$ cat config.mk
export PLATFORM = sky130hd
export DESIGN_NAME = cron_minute_matcher_unit
export DESIGN_NICKNAME = d
export VERILOG_FILES = /design/src/rtl/cmm_pkg.sv /design/src/rtl/cmm_front.sv /design/src/rtl/cmm_queue.sv /design/src/rtl/cmm_back.sv /design/src/rtl/cron_minute_matcher_unit.sv
export SDC_FILE = /design/constraint.sdc
export NUM_CORES = 2
export LEC_CHECK = 0
export BUFFER_PORTS_ARGS = -buffer_cell sky130_fd_sc_hd__buf_2
export CAP_MARGIN = 10
export CORE_UTILIZATION = 44
export CTS_CLUSTER_DIAMETER = 40
export DETAILED_ROUTE_END_ITERATION = 12
export PLACE_DENSITY = 0.67
export SKIP_CTS_REPAIR_TIMING = 1
export SLEW_MARGIN = 0
export SYNTH_ARGS = -nofsm -noshare
export SYNTH_HDL_FRONTEND = slang
export SYNTH_SLANG_ARGS = --single-unit
$ cat constraint.sdc
create_clock -name clock -period 8.1 [get_ports clock]
set_clock_uncertainty 0.1 [all_clocks]
set_input_delay 1.62 -clock clock [delete_from_list [all_inputs] [get_ports clock]]
set_output_delay 1.62 -clock clock [all_outputs]
set_load 0.02 [all_outputs]
$ cat src/rtl/cmm_pkg.sv
`timescale 1ns / 1ps
`default_nettype none

package cmm_pkg;

   // Schedule table size and derived index width
   localparam int ENTRIES     = 16;
   localparam int ENTRY_W     = (ENTRIES > 1) ? $clog2(ENTRIES) : 1;

   // Field widths fixed by the interface
   localparam int CMD_W       = 3;
   localparam int SEL_W       = 4;
   localparam int MASK_W      = 60;
   localparam int HOUR_MASK_W = 24;
   localparam int DAY_MASK_W  = 31;
   localparam int MON_MASK_W  = 12;
   localparam int WD_MASK_W   = 7;
   localparam int YEAR_W      = 12;
   localparam int MONTH_W     = 4;
   localparam int DAY_W       = 5;
   localparam int HOUR_W      = 5;
   localparam int MINUTE_W    = 6;
   localparam int WEEKDAY_W   = 3;
   localparam int CSR_IDX_W   = 3;
   localparam int CSR_DATA_W  = 12;

   // Request queue between front and back
   localparam int QUEUE_DEPTH = 2;
   localparam int QPTR_W      = (QUEUE_DEPTH > 1) ? $clog2(QUEUE_DEPTH) : 1;
   localparam int QCNT_W      = $clog2(QUEUE_DEPTH + 1);

   // Command codes
   localparam logic [CMD_W-1:0] CMD_LOAD_MINUTE  = 3'd0;
   localparam logic [CMD_W-1:0] CMD_LOAD_HOUR    = 3'd1;
   localparam logic [CMD_W-1:0] CMD_LOAD_DAY     = 3'd2;
   localparam logic [CMD_W-1:0] CMD_LOAD_MONTH   = 3'd3;
   localparam logic [CMD_W-1:0] CMD_LOAD_WEEKDAY = 3'd4;
   localparam logic [CMD_W-1:0] CMD_RESTART      = 3'd5;
   localparam logic [CMD_W-1:0] CMD_TICK         = 3'd6;

   // Configuration register indexes
   localparam logic [CSR_IDX_W-1:0] CSR_START_YEAR   = 3'd0;
   localparam logic [CSR_IDX_W-1:0] CSR_START_MONTH  = 3'd1;
   localparam logic [CSR_IDX_W-1:0] CSR_START_DAY    = 3'd2;
   localparam logic [CSR_IDX_W-1:0] CSR_START_HOUR   = 3'd3;
   localparam logic [CSR_IDX_W-1:0] CSR_START_MINUTE = 3'd4;

   // Clock reset values
   localparam logic [YEAR_W-1:0]    EPOCH_YEAR    = 12'd1970;
   localparam logic [YEAR_W-1:0]    MAX_YEAR      = 12'd4095;
   localparam logic [WEEKDAY_W-1:0] EPOCH_WEEKDAY = 3'd4;
   localparam logic [6:0]           EPOCH_MOD100  = 7'd70;
   localparam logic [8:0]           EPOCH_MOD400  = 9'd370;

   typedef enum logic [1:0] {
      KIND_LOAD,
      KIND_RESTART,
      KIND_TICK
   } kind_type;

   typedef enum logic [2:0] {
      FLD_MINUTE,
      FLD_HOUR,
      FLD_DAY,
      FLD_MONTH,
      FLD_WEEKDAY
   } field_type;

   typedef enum logic [2:0] {
      BK_IDLE,
      BK_RS_YEAR,
      BK_RS_MONTH,
      BK_SCAN,
      BK_FLUSH
   } back_state_type;

   typedef struct packed {
      kind_type                kind;
      field_type               field;
      logic [ENTRY_W-1:0]      sel;
      logic [MASK_W-1:0]       mask;
   } op_type;

   typedef struct packed {
      logic   valid;
      op_type op;
   } q_entry_type;

   function automatic logic is_leap(input logic [6:0] mod100, input logic [8:0] mod400);
      return ((mod100[1:0] == 2'd0) && (mod100 != 7'd0)) || (mod400 == 9'd0);
   endfunction

   function automatic logic [DAY_W-1:0] days_in(input logic leap,
                                               input logic [MONTH_W-1:0] month);
      logic [DAY_W-1:0] d;
      case (month)
         4'd1, 4'd3, 4'd5, 4'd7, 4'd8, 4'd10, 4'd12: d = 5'd31;
         4'd4, 4'd6, 4'd9, 4'd11:                    d = 5'd30;
         4'd2:                                       d = leap ? 5'd29 : 5'd28;
         default:                                    d = 5'd0;
      endcase
      return d;
   endfunction

   // Residue mod 7 of a value below 112 by weighted subtraction
   function automatic logic [WEEKDAY_W-1:0] mod7(input logic [6:0] v);
      logic [6:0] r;
      r = v;
      if (r >= 7'd56) r = r - 7'd56;
      if (r >= 7'd28) r = r - 7'd28;
      if (r >= 7'd14) r = r - 7'd14;
      if (r >= 7'd7)  r = r - 7'd7;
      return r[WEEKDAY_W-1:0];
   endfunction

endpackage

`default_nettype wire

$ cat src/rtl/cmm_front.sv
`timescale 1ns / 1ps
`default_nettype none

module cmm_front
   import cmm_pkg::*;
(
   input  wire logic              req_valid,
   input  wire logic [CMD_W-1:0]  req_cmd,
   input  wire logic [SEL_W-1:0]  req_entry_sel,
   input  wire logic [MASK_W-1:0] req_mask_value,
   input  wire logic              q_full,
   output logic                   req_stall,
   output q_entry_type            push
);

   logic keep;
   op_type op;

   // Classify the request; drop unused codes and loads past the table
   always_comb begin
      keep     = 1'b0;
      op.kind  = KIND_TICK;
      op.field = FLD_MINUTE;
      op.sel   = ENTRY_W'(req_entry_sel);
      op.mask  = req_mask_value;
      unique case (req_cmd) inside
         CMD_LOAD_MINUTE, CMD_LOAD_HOUR, CMD_LOAD_DAY, CMD_LOAD_MONTH,
         CMD_LOAD_WEEKDAY: begin
            keep     = (32'(req_entry_sel) < 32'(ENTRIES));
            op.kind  = KIND_LOAD;
            op.field = field_type'(req_cmd);
         end
         CMD_RESTART: begin
            keep    = 1'b1;
            op.kind = KIND_RESTART;
         end
         CMD_TICK: begin
            keep    = 1'b1;
            op.kind = KIND_TICK;
         end
         default: keep = 1'b0;
      endcase
   end

   assign req_stall  = q_full;
   assign push.valid = req_valid && !q_full && keep;
   assign push.op    = op;

endmodule

`default_nettype wire

$ cat src/rtl/cmm_queue.sv
`timescale 1ns / 1ps
`default_nettype none

module cmm_queue
   import cmm_pkg::*;
(
   input  wire logic        clock,
   input  wire logic        reset,
   input  wire q_entry_type push,
   input  wire logic        pop,
   output logic             full,
   output q_entry_type      head
);

   op_type              slot_ff [QUEUE_DEPTH];
   logic [QPTR_W-1:0]   wr_ptr_ff, wr_ptr_in;
   logic [QPTR_W-1:0]   rd_ptr_ff, rd_ptr_in;
   logic [QCNT_W-1:0]   count_ff, count_in;
   logic                do_push;

   function automatic logic [QPTR_W-1:0] next_ptr(input logic [QPTR_W-1:0] p);
      return (p == QPTR_W'(QUEUE_DEPTH - 1)) ? '0 : p + 1'b1;
   endfunction

   assign full    = (count_ff == QCNT_W'(QUEUE_DEPTH));
   assign do_push = push.valid && !full;

   always_comb begin
      wr_ptr_in = do_push ? next_ptr(wr_ptr_ff) : wr_ptr_ff;
      rd_ptr_in = pop ? next_ptr(rd_ptr_ff) : rd_ptr_ff;
      count_in  = count_ff;
      if (do_push && !pop) count_in = count_ff + 1'b1;
      if (!do_push && pop) count_in = count_ff - 1'b1;
   end

   always_ff @(posedge clock) begin
      if (reset) begin
         wr_ptr_ff <= '0;
         rd_ptr_ff <= '0;
         count_ff  <= '0;
      end else begin
         wr_ptr_ff <= wr_ptr_in;
         rd_ptr_ff <= rd_ptr_in;
         count_ff  <= count_in;
      end
   end

   always_ff @(posedge clock) begin
      if (do_push) slot_ff[wr_ptr_ff] <= push.op;
   end

   assign head.valid = (count_ff != '0);
   assign head.op    = slot_ff[rd_ptr_ff];

endmodule

`default_nettype wire

$ cat src/rtl/cmm_back.sv
`timescale 1ns / 1ps
`default_nettype none

module cmm_back
   import cmm_pkg::*;
(
   input  wire logic                  clock,
   input  wire logic                  reset,
   input  wire q_entry_type           head,
   output logic                       pop,
   input  wire logic                  csr_valid,
   input  wire logic [CSR_IDX_W-1:0]  csr_index,
   input  wire logic [CSR_DATA_W-1:0] csr_data,
   output logic                       rsp_valid,
   input  wire logic                  rsp_stall,
   output logic [SEL_W-1:0]           rsp_match_entry,
   output logic [YEAR_W-1:0]          rsp_now_year,
   output logic [MONTH_W-1:0]         rsp_now_month,
   output logic [DAY_W-1:0]           rsp_now_day,
   output logic [HOUR_W-1:0]          rsp_now_hour,
   output logic [MINUTE_W-1:0]        rsp_now_minute,
   output logic [WEEKDAY_W-1:0]       rsp_now_weekday,
   output logic                       rsp_last_match
);

   // Schedule table
   logic [MASK_W-1:0]      min_mask_ff [ENTRIES];
   logic [HOUR_MASK_W-1:0] hr_mask_ff  [ENTRIES];
   logic [DAY_MASK_W-1:0]  day_mask_ff [ENTRIES];
   logic [MON_MASK_W-1:0]  mon_mask_ff [ENTRIES];
   logic [WD_MASK_W-1:0]   wd_mask_ff  [ENTRIES];
   logic                   mask_we;

   // Start registers
   logic [YEAR_W-1:0]      st_year_ff;
   logic [MONTH_W-1:0]     st_month_ff;
   logic [DAY_W-1:0]       st_day_ff;
   logic [HOUR_W-1:0]      st_hour_ff;
   logic [MINUTE_W-1:0]    st_minute_ff;

   // Calendar clock
   logic [YEAR_W-1:0]      year_ff, year_in;
   logic [MONTH_W-1:0]     month_ff, month_in;
   logic [DAY_W-1:0]       day_ff, day_in;
   logic [HOUR_W-1:0]      hour_ff, hour_in;
   logic [MINUTE_W-1:0]    minute_ff, minute_in;
   logic [WEEKDAY_W-1:0]   weekday_ff, weekday_in;
   logic [6:0]             mod100_ff, mod100_in;
   logic [8:0]             mod400_ff, mod400_in;

   // Sequencer
   back_state_type         state_ff, state_in;
   logic [YEAR_W-1:0]      tgt_year_ff, tgt_year_in;
   logic [MONTH_W-1:0]     mcount_ff, mcount_in;
   logic [ENTRY_W-1:0]     idx_ff, idx_in;
   logic [ENTRY_W-1:0]     pend_ff, pend_in;
   logic                   pend_valid_ff, pend_valid_in;

   // Result register
   logic                   rsp_valid_ff, rsp_valid_in;
   logic [SEL_W-1:0]       rsp_entry_ff, rsp_entry_in;
   logic [YEAR_W-1:0]      rsp_year_ff, rsp_year_in;
   logic [MONTH_W-1:0]     rsp_month_ff, rsp_month_in;
   logic [DAY_W-1:0]       rsp_day_ff, rsp_day_in;
   logic [HOUR_W-1:0]      rsp_hour_ff, rsp_hour_in;
   logic [MINUTE_W-1:0]    rsp_minute_ff, rsp_minute_in;
   logic [WEEKDAY_W-1:0]   rsp_wd_ff, rsp_wd_in;
   logic                   rsp_last_ff, rsp_last_in;

   logic                   leap;
   logic                   hit;
   logic                   out_free;
   logic                   advance;
   logic                   push_out;
   logic                   push_last;
   logic [DAY_W-1:0]       day_m1;
   logic [MONTH_W-1:0]     month_m1;

   assign leap     = is_leap(mod100_ff, mod400_ff);
   assign out_free = !rsp_valid_ff || !rsp_stall;
   assign day_m1   = day_ff - 1'b1;
   assign month_m1 = month_ff - 1'b1;
   assign hit      = min_mask_ff[idx_ff][minute_ff] && hr_mask_ff[idx_ff][hour_ff] &&
                     day_mask_ff[idx_ff][day_m1] && mon_mask_ff[idx_ff][month_m1] &&
                     wd_mask_ff[idx_ff][weekday_ff];

   always_comb begin
      state_in      = state_ff;
      year_in       = year_ff;
      month_in      = month_ff;
      day_in        = day_ff;
      hour_in       = hour_ff;
      minute_in     = minute_ff;
      weekday_in    = weekday_ff;
      mod100_in     = mod100_ff;
      mod400_in     = mod400_ff;
      tgt_year_in   = tgt_year_ff;
      mcount_in     = mcount_ff;
      idx_in        = idx_ff;
      pend_in       = pend_ff;
      pend_valid_in = pend_valid_ff;
      pop           = 1'b0;
      mask_we       = 1'b0;
      advance       = 1'b0;
      push_out      = 1'b0;
      push_last     = 1'b0;

      unique case (state_ff)
         BK_IDLE: begin
            if (head.valid) begin
               pop = 1'b1;
               unique case (head.op.kind)
                  KIND_LOAD: mask_we = 1'b1;
                  KIND_RESTART: begin
                     // Saturate start values, then walk years up from the epoch
                     tgt_year_in = (st_year_ff < EPOCH_YEAR) ? EPOCH_YEAR : st_year_ff;
                     month_in    = (st_month_ff == '0) ? 4'd1 :
                                   ((st_month_ff > 4'd12) ? 4'd12 : st_month_ff);
                     day_in      = (st_day_ff == '0) ? 5'd1 : st_day_ff;
                     hour_in     = (st_hour_ff > 5'd23) ? 5'd23 : st_hour_ff;
                     minute_in   = (st_minute_ff > 6'd59) ? 6'd59 : st_minute_ff;
                     year_in     = EPOCH_YEAR;
                     mod100_in   = EPOCH_MOD100;
                     mod400_in   = EPOCH_MOD400;
                     weekday_in  = EPOCH_WEEKDAY;
                     state_in    = BK_RS_YEAR;
                  end
                  KIND_TICK: begin
                     idx_in        = '0;
                     pend_valid_in = 1'b0;
                     state_in      = BK_SCAN;
                  end
                  default: ;
               endcase
            end
         end

         BK_RS_YEAR: begin
            if (year_ff == tgt_year_ff) begin
               mcount_in = 4'd1;
               state_in  = BK_RS_MONTH;
            end else begin
               weekday_in = mod7(7'(weekday_ff) + (leap ? 7'd2 : 7'd1));
               year_in    = year_ff + 1'b1;
               mod100_in  = (mod100_ff == 7'd99) ? '0 : mod100_ff + 1'b1;
               mod400_in  = (mod400_ff == 9'd399) ? '0 : mod400_ff + 1'b1;
            end
         end

         BK_RS_MONTH: begin
            if (mcount_ff == month_ff) begin
               weekday_in = mod7(7'(weekday_ff) + 7'(day_m1));
               state_in   = BK_IDLE;
            end else begin
               weekday_in = mod7(7'(weekday_ff) + 7'(days_in(leap, mcount_ff)));
               mcount_in  = mcount_ff + 1'b1;
            end
         end

         BK_SCAN: begin
            // Hold a hit until the next one shows whether it was the last
            if (!(hit && pend_valid_ff && !out_free)) begin
               if (hit) begin
                  if (pend_valid_ff) push_out = 1'b1;
                  pend_in       = idx_ff;
                  pend_valid_in = 1'b1;
               end
               if (idx_ff == ENTRY_W'(ENTRIES - 1)) state_in = BK_FLUSH;
               else                                 idx_in   = idx_ff + 1'b1;
            end
         end

         BK_FLUSH: begin
            if (!pend_valid_ff) begin
               advance  = 1'b1;
               state_in = BK_IDLE;
            end else if (out_free) begin
               push_out      = 1'b1;
               push_last     = 1'b1;
               pend_valid_in = 1'b0;
               advance       = 1'b1;
               state_in      = BK_IDLE;
            end
         end

         default: state_in = BK_IDLE;
      endcase

      // Step the clock one minute after the tick's results are out
      if (advance) begin
         if (minute_ff != 6'd59) begin
            minute_in = minute_ff + 1'b1;
         end else begin
            minute_in = '0;
            if (hour_ff != 5'd23) begin
               hour_in = hour_ff + 1'b1;
            end else begin
               hour_in    = '0;
               weekday_in = (weekday_ff == 3'd6) ? '0 : weekday_ff + 1'b1;
               if (day_ff < days_in(leap, month_ff)) begin
                  day_in = day_ff + 1'b1;
               end else begin
                  day_in = 5'd1;
                  if (month_ff != 4'd12) begin
                     month_in = month_ff + 1'b1;
                  end else begin
                     month_in = 4'd1;
                     if (year_ff != MAX_YEAR) begin
                        year_in   = year_ff + 1'b1;
                        mod100_in = (mod100_ff == 7'd99) ? '0 : mod100_ff + 1'b1;
                        mod400_in = (mod400_ff == 9'd399) ? '0 : mod400_ff + 1'b1;
                     end
                  end
               end
            end
         end
      end
   end

   always_comb begin
      rsp_valid_in  = (rsp_valid_ff && !rsp_stall) ? 1'b0 : rsp_valid_ff;
      rsp_entry_in  = rsp_entry_ff;
      rsp_year_in   = rsp_year_ff;
      rsp_month_in  = rsp_month_ff;
      rsp_day_in    = rsp_day_ff;
      rsp_hour_in   = rsp_hour_ff;
      rsp_minute_in = rsp_minute_ff;
      rsp_wd_in     = rsp_wd_ff;
      rsp_last_in   = rsp_last_ff;
      if (push_out) begin
         rsp_valid_in  = 1'b1;
         rsp_entry_in  = SEL_W'(pend_ff);
         rsp_year_in   = year_ff;
         rsp_month_in  = month_ff;
         rsp_day_in    = day_ff;
         rsp_hour_in   = hour_ff;
         rsp_minute_in = minute_ff;
         rsp_wd_in     = weekday_ff;
         rsp_last_in   = push_last;
      end
   end

   always_ff @(posedge clock) begin
      if (reset) begin
         state_ff      <= BK_IDLE;
         year_ff       <= EPOCH_YEAR;
         month_ff      <= 4'd1;
         day_ff        <= 5'd1;
         hour_ff       <= '0;
         minute_ff     <= '0;
         weekday_ff    <= EPOCH_WEEKDAY;
         mod100_ff     <= EPOCH_MOD100;
         mod400_ff     <= EPOCH_MOD400;
         pend_valid_ff <= 1'b0;
         rsp_valid_ff  <= 1'b0;
      end else begin
         state_ff      <= state_in;
         year_ff       <= year_in;
         month_ff      <= month_in;
         day_ff        <= day_in;
         hour_ff       <= hour_in;
         minute_ff     <= minute_in;
         weekday_ff    <= weekday_in;
         mod100_ff     <= mod100_in;
         mod400_ff     <= mod400_in;
         pend_valid_ff <= pend_valid_in;
         rsp_valid_ff  <= rsp_valid_in;
      end
   end

   always_ff @(posedge clock) begin
      tgt_year_ff   <= tgt_year_in;
      mcount_ff     <= mcount_in;
      idx_ff        <= idx_in;
      pend_ff       <= pend_in;
      rsp_entry_ff  <= rsp_entry_in;
      rsp_year_ff   <= rsp_year_in;
      rsp_month_ff  <= rsp_month_in;
      rsp_day_ff    <= rsp_day_in;
      rsp_hour_ff   <= rsp_hour_in;
      rsp_minute_ff <= rsp_minute_in;
      rsp_wd_ff     <= rsp_wd_in;
      rsp_last_ff   <= rsp_last_in;
   end

   always_ff @(posedge clock) begin
      if (reset) begin
         st_year_ff   <= EPOCH_YEAR;
         st_month_ff  <= 4'd1;
         st_day_ff    <= 5'd1;
         st_hour_ff   <= '0;
         st_minute_ff <= '0;
      end else if (csr_valid) begin
         unique case (csr_index)
            CSR_START_YEAR:   st_year_ff   <= csr_data;
            CSR_START_MONTH:  st_month_ff  <= csr_data[MONTH_W-1:0];
            CSR_START_DAY:    st_day_ff    <= csr_data[DAY_W-1:0];
            CSR_START_HOUR:   st_hour_ff   <= csr_data[HOUR_W-1:0];
            CSR_START_MINUTE: st_minute_ff <= csr_data[MINUTE_W-1:0];
            default: ;
         endcase
      end
   end

   always_ff @(posedge clock) begin
      if (reset) begin
         for (int i = 0; i < ENTRIES; i++) begin
            min_mask_ff[i] <= '0;
            hr_mask_ff[i]  <= '0;
            day_mask_ff[i] <= '0;
            mon_mask_ff[i] <= '0;
            wd_mask_ff[i]  <= '0;
         end
      end else if (mask_we) begin
         unique case (head.op.field)
            FLD_MINUTE:  min_mask_ff[head.op.sel] <= head.op.mask;
            FLD_HOUR:    hr_mask_ff[head.op.sel]  <= head.op.mask[HOUR_MASK_W-1:0];
            FLD_DAY:     day_mask_ff[head.op.sel] <= head.op.mask[DAY_MASK_W-1:0];
            FLD_MONTH:   mon_mask_ff[head.op.sel] <= head.op.mask[MON_MASK_W-1:0];
            FLD_WEEKDAY: wd_mask_ff[head.op.sel]  <= head.op.mask[WD_MASK_W-1:0];
            default: ;
         endcase
      end
   end

   assign rsp_valid       = rsp_valid_ff;
   assign rsp_match_entry = rsp_entry_ff;
   assign rsp_now_year    = rsp_year_ff;
   assign rsp_now_month   = rsp_month_ff;
   assign rsp_now_day     = rsp_day_ff;
   assign rsp_now_hour    = rsp_hour_ff;
   assign rsp_now_minute  = rsp_minute_ff;
   assign rsp_now_weekday = rsp_wd_ff;
   assign rsp_last_match  = rsp_last_ff;

endmodule

`default_nettype wire

$ cat src/rtl/cron_minute_matcher_unit.sv
`timescale 1ns / 1ps
`default_nettype none

// Cron-style minute matcher: a Gregorian calendar clock at minute resolution
// checked against a 16-entry table of minute/hour/day/month/weekday masks.
// Requests (commands 0-4 load a mask, 5 restarts the clock from the start
// registers, 6 ticks) are classified at the front and queued two deep; the
// back end executes them in order. A tick scans the table one entry per
// cycle, pausing when a match must wait for the result side; each matching
// entry yields one response in index order, the final one flagged by
// rsp_last_match, and the clock then steps one minute. A restart walks the
// year counter up from 1970 one year per cycle and then the months one per
// cycle. Requests with code 7 or a mask load for an entry past the table
// are dropped. Start registers are sampled when a restart begins executing;
// csr_ready is always high.

module cron_minute_matcher_unit
   import cmm_pkg::*;
(
   input  wire logic                  clock,
   input  wire logic                  reset,

   input  wire logic                  req_valid,
   output logic                       req_stall,
   input  wire logic [CMD_W-1:0]      req_cmd,
   input  wire logic [SEL_W-1:0]      req_entry_sel,
   input  wire logic [MASK_W-1:0]     req_mask_value,

   output logic                       rsp_valid,
   input  wire logic                  rsp_stall,
   output logic [SEL_W-1:0]           rsp_match_entry,
   output logic [YEAR_W-1:0]          rsp_now_year,
   output logic [MONTH_W-1:0]         rsp_now_month,
   output logic [DAY_W-1:0]           rsp_now_day,
   output logic [HOUR_W-1:0]          rsp_now_hour,
   output logic [MINUTE_W-1:0]        rsp_now_minute,
   output logic [WEEKDAY_W-1:0]       rsp_now_weekday,
   output logic                       rsp_last_match,

   input  wire logic                  csr_valid,
   output logic                       csr_ready,
   input  wire logic [CSR_IDX_W-1:0]  csr_index,
   input  wire logic [CSR_DATA_W-1:0] csr_data
);

   q_entry_type push;
   q_entry_type head;
   logic        q_full;
   logic        pop;

   // Writes never wait: the start registers are plain flops
   assign csr_ready = 1'b1;

   // Front: decode the request, drop the ones that do nothing
   cmm_front u_front (
      .req_valid      (req_valid),
      .req_cmd        (req_cmd),
      .req_entry_sel  (req_entry_sel),
      .req_mask_value (req_mask_value),
      .q_full         (q_full),
      .req_stall      (req_stall),
      .push           (push)
   );

   // Queue: decouple request acceptance from execution
   cmm_queue u_queue (
      .clock (clock),
      .reset (reset),
      .push  (push),
      .pop   (pop),
      .full  (q_full),
      .head  (head)
   );

   // Back: mask table, calendar clock, restart walk and tick scan
   cmm_back u_back (
      .clock           (clock),
      .reset           (reset),
      .head            (head),
      .pop             (pop),
      .csr_valid       (csr_valid),
      .csr_index       (csr_index),
      .csr_data        (csr_data),
      .rsp_valid       (rsp_valid),
      .rsp_stall       (rsp_stall),
      .rsp_match_entry (rsp_match_entry),
      .rsp_now_year    (rsp_now_year),
      .rsp_now_month   (rsp_now_month),
      .rsp_now_day     (rsp_now_day),
      .rsp_now_hour    (rsp_now_hour),
      .rsp_now_minute  (rsp_now_minute),
      .rsp_now_weekday (rsp_now_weekday),
      .rsp_last_match  (rsp_last_match)
   );

endmodule

`default_nettype wire
After elaboration in Yosys (flattened, before gate mapping)
Memory sizes are Yosys's and may differ from the RTL's. A register that Yosys moved wholly into a read port is not among the register bits.
Cells that the tools add are included.
{"block": "op_classes", "n_reduce_logical": 63, "bitwise_logic": 1, "n_mux": 213, "n_div": 0, "n_eq_ne": 66, "n_addsub": 31, "shifts": 0, "magnitude_cmp": 22, "n_mul": 0}
{"operator": "2-to-1 mux 7 bit", "count": 38}
{"operator": "2-to-1 mux 12 bit", "count": 10}
{"operator": "2-to-1 mux 4 bit", "count": 26}
{"operator": "2-to-1 mux 5 bit", "count": 20}
{"operator": "2-to-1 mux 9 bit", "count": 10}
{"operator": "2-to-1 mux 1 bit", "count": 60}
{"operator": "2-to-1 mux 60 bit", "count": 1}
{"operator": "OR reduction 60 bit", "count": 1}
{"operator": "2-to-1 mux 3 bit", "count": 19}
{"operator": "== test 4 bit (second input constant)", "count": 11}
{"operator": "2-to-1 mux 6 bit", "count": 6}
{"operator": "== test 4 x 3 -> 1 bit (second input constant)", "count": 8}
{"operator": "2-to-1 mux 31 bit", "count": 1}
{"operator": "OR reduction 31 bit", "count": 1}
{"operator": "one-hot mux 5 bit (3 select lines)", "count": 2}
{"operator": "OR reduction 7 bit", "count": 4}
{"operator": "== test 3 x 2 -> 1 bit (second input constant)", "count": 8}
{"operator": "2-to-1 mux 24 bit", "count": 1}
{"operator": "one-hot mux 12 bit (2 select lines)", "count": 1}
{"operator": "OR reduction 24 bit", "count": 1}
{"operator": "== test 3 bit (second input constant)", "count": 7}
{"operator": ">= comparator 7 x 3 -> 1 bit (second input constant)", "count": 3}
{"operator": ">= comparator 7 x 4 -> 1 bit (second input constant)", "count": 3}
{"operator": ">= comparator 7 x 5 -> 1 bit (second input constant)", "count": 3}
{"operator": "77 further kinds", "count": 151}
{"block": "totals", "n_memories": 6, "output_inout_bits": 43, "ram_bits": 2282, "input_bits": 87, "word_cells": 433, "mem_bits_ro": 0, "ff_bits": 156, "latchBits": 0}
{"memory": "u_back.min_mask_ff", "words": 16, "width": 60, "read_ports": 1, "rd_clocked_by_memory_dff": 1, "wr": 16, "line": "cmm_back.sv:27", "source": "logic [MASK_W-1:0] min_mask_ff [ENTRIES];"}
{"memory": "u_back.day_mask_ff", "words": 16, "width": 31, "read_ports": 1, "rd_clocked_by_memory_dff": 1, "wr": 16, "line": "cmm_back.sv:29", "source": "logic [DAY_MASK_W-1:0] day_mask_ff [ENTRIES];"}
{"memory": "u_back.hr_mask_ff", "words": 16, "width": 24, "read_ports": 1, "rd_clocked_by_memory_dff": 1, "wr": 16, "line": "cmm_back.sv:28", "source": "logic [HOUR_MASK_W-1:0] hr_mask_ff [ENTRIES];"}
{"memory": "u_back.mon_mask_ff", "words": 16, "width": 12, "read_ports": 1, "rd_clocked_by_memory_dff": 1, "wr": 16, "line": "cmm_back.sv:30", "source": "logic [MON_MASK_W-1:0] mon_mask_ff [ENTRIES];"}
{"memory": "u_queue.slot_ff", "words": 2, "width": 69, "read_ports": 1, "rd_clocked_by_memory_dff": 1, "wr": 1, "line": "cmm_queue.sv:15", "source": "op_type slot_ff [QUEUE_DEPTH];"}
{"memory": "u_back.wd_mask_ff", "words": 16, "width": 7, "read_ports": 1, "rd_clocked_by_memory_dff": 1, "wr": 16, "line": "cmm_back.sv:31", "source": "logic [WD_MASK_W-1:0] wd_mask_ff [ENTRIES];"}

Longest topological paths before layout
{"block": "logic_depth", "ltp_word": 27, "ltp_mapped": 36, "mapped_depth_nobuf": 34}

By module
From an unflattened synthesis, not the netlist that was laid out.
{"block": "unflattened", "cells_unflattened": 7583, "hier_area_um2": 114200.8}
{"module": "cmm_back", "cells_per_inst": 7269, "area_each_um2": 108454.0, "instances": 1, "seq_area_each_um2": 68145.4}
{"module": "cmm_queue", "cells_per_inst": 240, "area_each_um2": 5192.5, "instances": 1, "seq_area_each_um2": 4244.1}
{"module": "cmm_front", "cells_per_inst": 72, "area_each_um2": 543.0, "instances": 1, "seq_area_each_um2": 0.0}
{"module": "cron_minute_matcher_unit", "cells_per_inst": 2, "area_each_um2": 11.3, "instances": 1, "seq_area_each_um2": 0.0}

Worst setup path after synthesis
Ideal clock, no wire load.
{"block": "synth_path", "path_kind": "reg-to-reg", "start": "register u_back.mcount_ff[0]", "end": "register u_back.weekday_ff[0]", "required_ps": 7866, "n_path_buf": 3, "stages_incl_launch_ff": 35, "setup_ps": 134, "synth_period_minus_slack_ps": 6768, "t_arrival_ps": 6534, "setup_slack_ps": 1332, "cell_sequence": "edfxtp_1 -> ha_1 -> or3_1 -> or3_1 -> clkbuf_1 -> nand2_1 -> inv_1 -> ha_1 -> o21ba_2 -> buf_1 -> o21ai_0 -> nand2_1 -> inv_1 -> ha_1 -> ha_1 -> clkbuf_1 -> xnor2_1 -> ha_1 -> nand3b_1 -> nand2_1 -> a221o_1 -> o311ai_0 -> xnor2_1 -> ha_1 -> nand2_1 -> o32a_1 -> nand3_1 -> xnor2_1 -> ha_1 -> nand2_1 -> a21o_1 -> nand4_1 -> mux2i_1 -> o41ai_1 -> nand3_1"}
{"block": "synth_via", "elab_chain_len": 25, "elab_cells_between_ends": 42, "cone_classes": "5 x add/sub; 4 x order compare; 13 x eq/ne; 18 x mux; 2 x reduce/logical"}
{"item": "from (decl)", "line": "cmm_back.sv:54", "source": "logic [MONTH_W-1:0] mcount_ff, mcount_in;"}
{"item": "from (signal assigned)", "line": "cmm_back.sv:273", "source": "mcount_ff <= mcount_in;"}
{"item": "== test 4 x 1 -> 1 bit, or another cell as far along", "line": "cmm_pkg.sv:96", "source": "case (month)"}
{"item": "OR reduction 7 bit / OR reduction 4 bit (equally long branches)", "line": "cmm_pkg.sv:96"}
{"item": "one-hot mux 5 bit (3 select lines)", "line": "cmm_pkg.sv:96"}
{"item": "2-to-1 mux 5 bit", "line": "cmm_back.sv:151", "source": "if (mcount_ff == month_ff) begin"}
{"item": "2-to-1 mux 5 bit", "line": "cmm_back.sv:108", "source": "unique case (state_ff)"}
{"item": "adder 3 x 5 -> 6 bit", "line": "cmm_back.sv:155", "source": "weekday_in = mod7(7'(weekday_ff) + 7'(days_in(leap, mcount_ff)));"}
{"item": "subtractor 7 x 6 -> 7 bit / >= comparator 7 x 6 -> 1 bit (equally long branches)", "line": "cmm_pkg.sv:109", "source": "if (r >= 7'd56) r = r - 7'd56;"}
{"item": "2-to-1 mux 7 bit", "line": "cmm_pkg.sv:109"}
{"item": "[9 not listed]"}
{"item": "2-to-1 mux 7 bit", "line": "cmm_back.sv:108"}
{"item": ">= comparator 7 x 3 -> 1 bit / subtractor 3 bit (equally long branches)", "line": "cmm_pkg.sv:112", "source": "if (r >= 7'd7) r = r - 7'd7;"}
{"item": "2-to-1 mux 3 bit", "line": "cmm_pkg.sv:112"}
{"item": "2-to-1 mux 3 bit *", "line": "cmm_back.sv:151"}
{"item": "one-hot mux 3 bit (3 select lines) *", "line": "cmm_back.sv:108"}
{"item": "2-to-1 mux 3 bit", "line": "cmm_back.sv:195", "source": "if (hour_ff != 5'd23) begin"}
{"item": "2-to-1 mux 3 bit", "line": "cmm_back.sv:191", "source": "if (minute_ff != 6'd59) begin"}
{"item": "2-to-1 mux 3 bit *", "line": "cmm_back.sv:190", "source": "if (advance) begin"}
{"item": "to (signal assigned)", "line": "cmm_back.sv:263", "source": "weekday_ff <= weekday_in;"}
{"item": "to (decl)", "line": "cmm_back.sv:47", "source": "logic [WEEKDAY_W-1:0] weekday_ff, weekday_in;"}
Every way passes the cells marked *; elsewhere a longest branch is shown, timed or not. The select of a mux whose other input is x is not followed.
A chain may end at the register's enable or synchronous reset.

Final worst setup path
{"block": "layout_path", "start": "register u_back.mcount_ff[0]", "end": "register u_back.weekday_ff[1]"}
Same word-level chain as after synthesis.

==> flow_metrics.env <==
export IMPL_status="finished, final reports clean"
export IMPL_p_per_area_nw_per_um2=317.1
export IMPL_ys_seq_area_share_pct=67.51
export IMPL_cts_sinks=2443
export IMPL_critPathMaxFanout=11
export IMPL_cp_num_buf_inv=2
export IMPL_critical_path_required_ps=8750
export IMPL_cts_root_buf="clkbuf_16"
export IMPL_vias=68220
export IMPL_track_usage_pct=25.24
export IMPL_dpl_cell_count=10410
export IMPL_drc=0
export IMPL_numCtsBuffers=361
export IMPL_slowest_delay_ps=490
export IMPL_grt_pass1_vias=67060
export IMPL_rsz0062_at_grt="no"
export IMPL_syn_cell_area_um2=107200
export IMPL_port_buffers=128
export IMPL_synth_area_leader_cell="edfxtp_1"
export IMPL_final_cells=11060
export IMPL_finalCritPeriodShare_pct=93.82
export IMPL_worst_setup_path_start_kind="register"
export IMPL_clk_pin_slew_worst_paths_ps=50
export IMPL_tns_ps=0
export IMPL_maxCapViolCount=0
export IMPL_drive_gt1_share_pct=20.47
export IMPL_tritoncts="yes"
export IMPL_start_util_pct=44.42
export IMPL_routed_wl_um=313600
export IMPL_crit_family="simple AND/OR/NAND/NOR gates"
export IMPL_crit_path_frequent_cell="ha_1"
export IMPL_period_minus_slack_ps=7599
export IMPL_clkLatencyLatePin_ps=1010
export IMPL_drtIter0Drc=9868
export IMPL_num_rows=180
export IMPL_antenna_left=0
export IMPL_fin_nets=7723
export IMPL_fill_cells=19700
export IMPL_hold_class="reg2reg"
export IMPL_syn_inst=7547
export IMPL_synth_top_cell_area_share_pct=65.70
export IMPL_dieArea_um2=245700
export IMPL_hpwl_um=177000
export IMPL_overflow=0
export IMPL_synth_edf_count=2346
export IMPL_ys_async_sr_fraction_pct=0
export IMPL_endpoint_kind="register"
export IMPL_slowest_stage="edfxtp_1"
export IMPL_routabilityCongestion=0.8842
export IMPL_tightest_slew_ps=1358
export IMPL_die_w_um=495.7
export IMPL_vdd_ir_drop_worst_v=0.0002447
export IMPL_timing_hold_violations_final=0
export IMPL_setup_violations=0
export IMPL_design_area_um2=123400
export IMPL_path_class="reg2reg"
export IMPL_grt_pass1_wl_um=453500
export IMPL_ys_flop_type="edfxtp_1"
export IMPL_worstPathArrival_ps=8250
export IMPL_synth_fp_nets=7682
export IMPL_slew_violations=0
export IMPL_core_um2=241400
export IMPL_clockBufferDepth=4
export IMPL_via_per_inst=6.169
export IMPL_setup_slack_ps=500.7
export IMPL_htree_levels=5
export IMPL_yosys_register_bits=2443
export IMPL_yosysWarningCount=0
export IMPL_p_leak_nw=43.62
export IMPL_synthTopCellsByArea="edfxtp_1 66%, mux4_2 11%, nor2_1 8.1%, dfxtp_1 1.8%, clkbuf_1 1.7%"
export IMPL_relSlewSlack_pct=9.135
export IMPL_drt_pass1_iter_count=6
export IMPL_grt_antenna_before_repair=11
export IMPL_fmax_ghz=0.1316
export IMPL_wl_per_cell_um=28.36
export IMPL_die_y_um=495.7
export IMPL_power_mw=39.12
export IMPL_grt_max_degree=104
export IMPL_areaGrowthSynthToFinish_pct=15.04
export IMPL_dp_slack_ps=566.5
export IMPL_io_pins=130
export IMPL_ys_types=94
export IMPL_syn_avg_cell_area_um2=14.21
export IMPL_placed_cell_area_um2=111200
==> worst register-to-register path, delay by kind of cell (launching register included) <==
family	cells	cell delay, ps
fa+ha+maj	7	1890
flops	1	490
compound gates	6	1650
mux	1	80
simple gates	12	2330
buf+inv	2	170
xor+xnor	3	740
==> kinds of logic after synthesis <==
kind of cell / after synthesis / synth area share, %
buffers and inverters: 717 / 3.136
adders and majority gates: 48 / 0.5811
other: 1 / 0.003497
and+or+nand+nor: 3000 / 11.45
AOI/OAI and AO/OA: 542 / 3.485
DFF: 2443 / 67.51
muxes: 744 / 13.42
xor gates and xnor gates: 52 / 0.4247
==> cells in the mapped netlist (19+ instances only) <==
master       n
a21oi_1    137
nand2b_1   109
and3_1      29
clkbuf_1   486
a211oi_1    28
nand3_1     71
o22ai_1     25
nor2b_1     35
nor2_1    2315
inv_1       58
nor4_1      19
edfxtp_1  2346
buf_4       35
buf_6       45
xnor2_1     44
buf_1       23
o21ai_0     57
dfxtp_1     97
mux4_2     538
buf_2       55
mux2i_1    175
nand2_1    251
a22oi_1     90
a31oi_1     28
ha_1        45
nor3_1      62
nand4_1     29
==> registers in the layout (all words and copies together), names as in the netlist, 5 cells and up, named ones only <==
| name | count |
|---|---|
| u_back.hour_ff | 5 |
| u_back.day_ff | 5 |
| u_back.year_ff | 12 |
| u_back.st_hour_ff | 5 |
| u_queue.slot_ff | 138 |
| u_back.minute_ff | 6 |
| u_back.rsp_now_minute | 6 |
| u_back.rsp_now_hour | 5 |
| u_back.mod400_ff | 9 |
| u_back.st_day_ff | 5 |
| u_back.mod100_ff | 7 |
| u_back.rsp_now_year | 12 |
| u_back.tgt_year_ff | 12 |
| u_back.day_mask_ff | 496 |
| u_back.st_year_ff | 12 |
| u_back.hr_mask_ff | 384 |
| u_back.min_mask_ff | 960 |
| u_back.wd_mask_ff | 112 |
| u_back.rsp_now_day | 5 |
| u_back.st_minute_ff | 6 |
| u_back.mon_mask_ff | 192 |
==> layer usage <==
metal / global-route usage [%] / vias to the layer above / part of all wire (%)
met4: 10.28 / 16 / 4.3
met2: 40.72 / 4619 / 47
met1: 33.13 / 34650 / 37
li1: - / 28090 / -
met3: 5.688 / 850 / 12
met5: 0 / - / 0.037
==> final timing paths <==
check / start / cells past startpoint / end / slack (ps)
worst max register to register: u_back.mcount_ff[0] / 31 / u_back.weekday_ff[1] / 500
worst min register to register: u_back.pend_ff[2] / 0 / u_back.rsp_match_entry[2] / 330
worst min-delay path: u_back.pend_ff[2] / 0 / u_back.rsp_match_entry[2] / 330
worst max-delay path: u_back.mcount_ff[0] / 31 / u_back.weekday_ff[1] / 500
==> layout make-up <==
type | count | area, um^2 | share of cell area, %
sequential | 2443 | 72410 | 58.70
clock inverter | 242 | 2780 | 2.254
tap | 3185 | 3985 | 3.230
inverter | 60 | 227.7 | 0.1846
antenna | 2 | 5.005 | 0.004057
multi-input combinational | 4387 | 32250 | 26.14
timing repair buffer | 335 | 2372 | 1.923
clock buffer | 404 | 9331 | 7.564
==> layout by cell type (no fill, tap or decap), types with 29 or more instances in the layout <==
cell and instances:
clkbuf_1 35, buf_4 194, bufinv_16 46, xnor2_1 44, edfxtp_1 2346, clkinvlp_4 34
nor2b_1 30, clkbuf_16 366, a21oi_1 136, nand4_1 29, inv_1 55, mux4_2 538
a22oi_1 90, dfxtp_1 92, nand2_1 234, nand2b_1 67, ha_1 44, inv_6 44
clkinv_1 31, nor3_1 62, clkinv_4 30, mux2i_1 143, nand3_1 71, o21ai_0 57
mux2i_4 31, and3_1 29, clkinv_2 47, nor2_1 2311, buf_2 127
==> where the power goes <==
part | internal [mW] | switching (mW) | total (mW)
Clock | 9.83 | 5.90 | 15.7
Sequential | 14.4 | 0.412 | 14.8
Combinational | 3.04 | 5.57 | 8.61
Total | 27.2 | 11.9 | 39.1
==> through the flow <==
stage | hold WS [ps] | utilization, %
after global routing | 331.3 | 51.09
after floorplan | 300.3 | -
after detailed placement | 314.7 | 46.06
final | 332.1 | 51.10
after global placement | 309.4 | 46.06
after CTS | 333.0 | 51.07
Power figures use the tool's default switching activity.
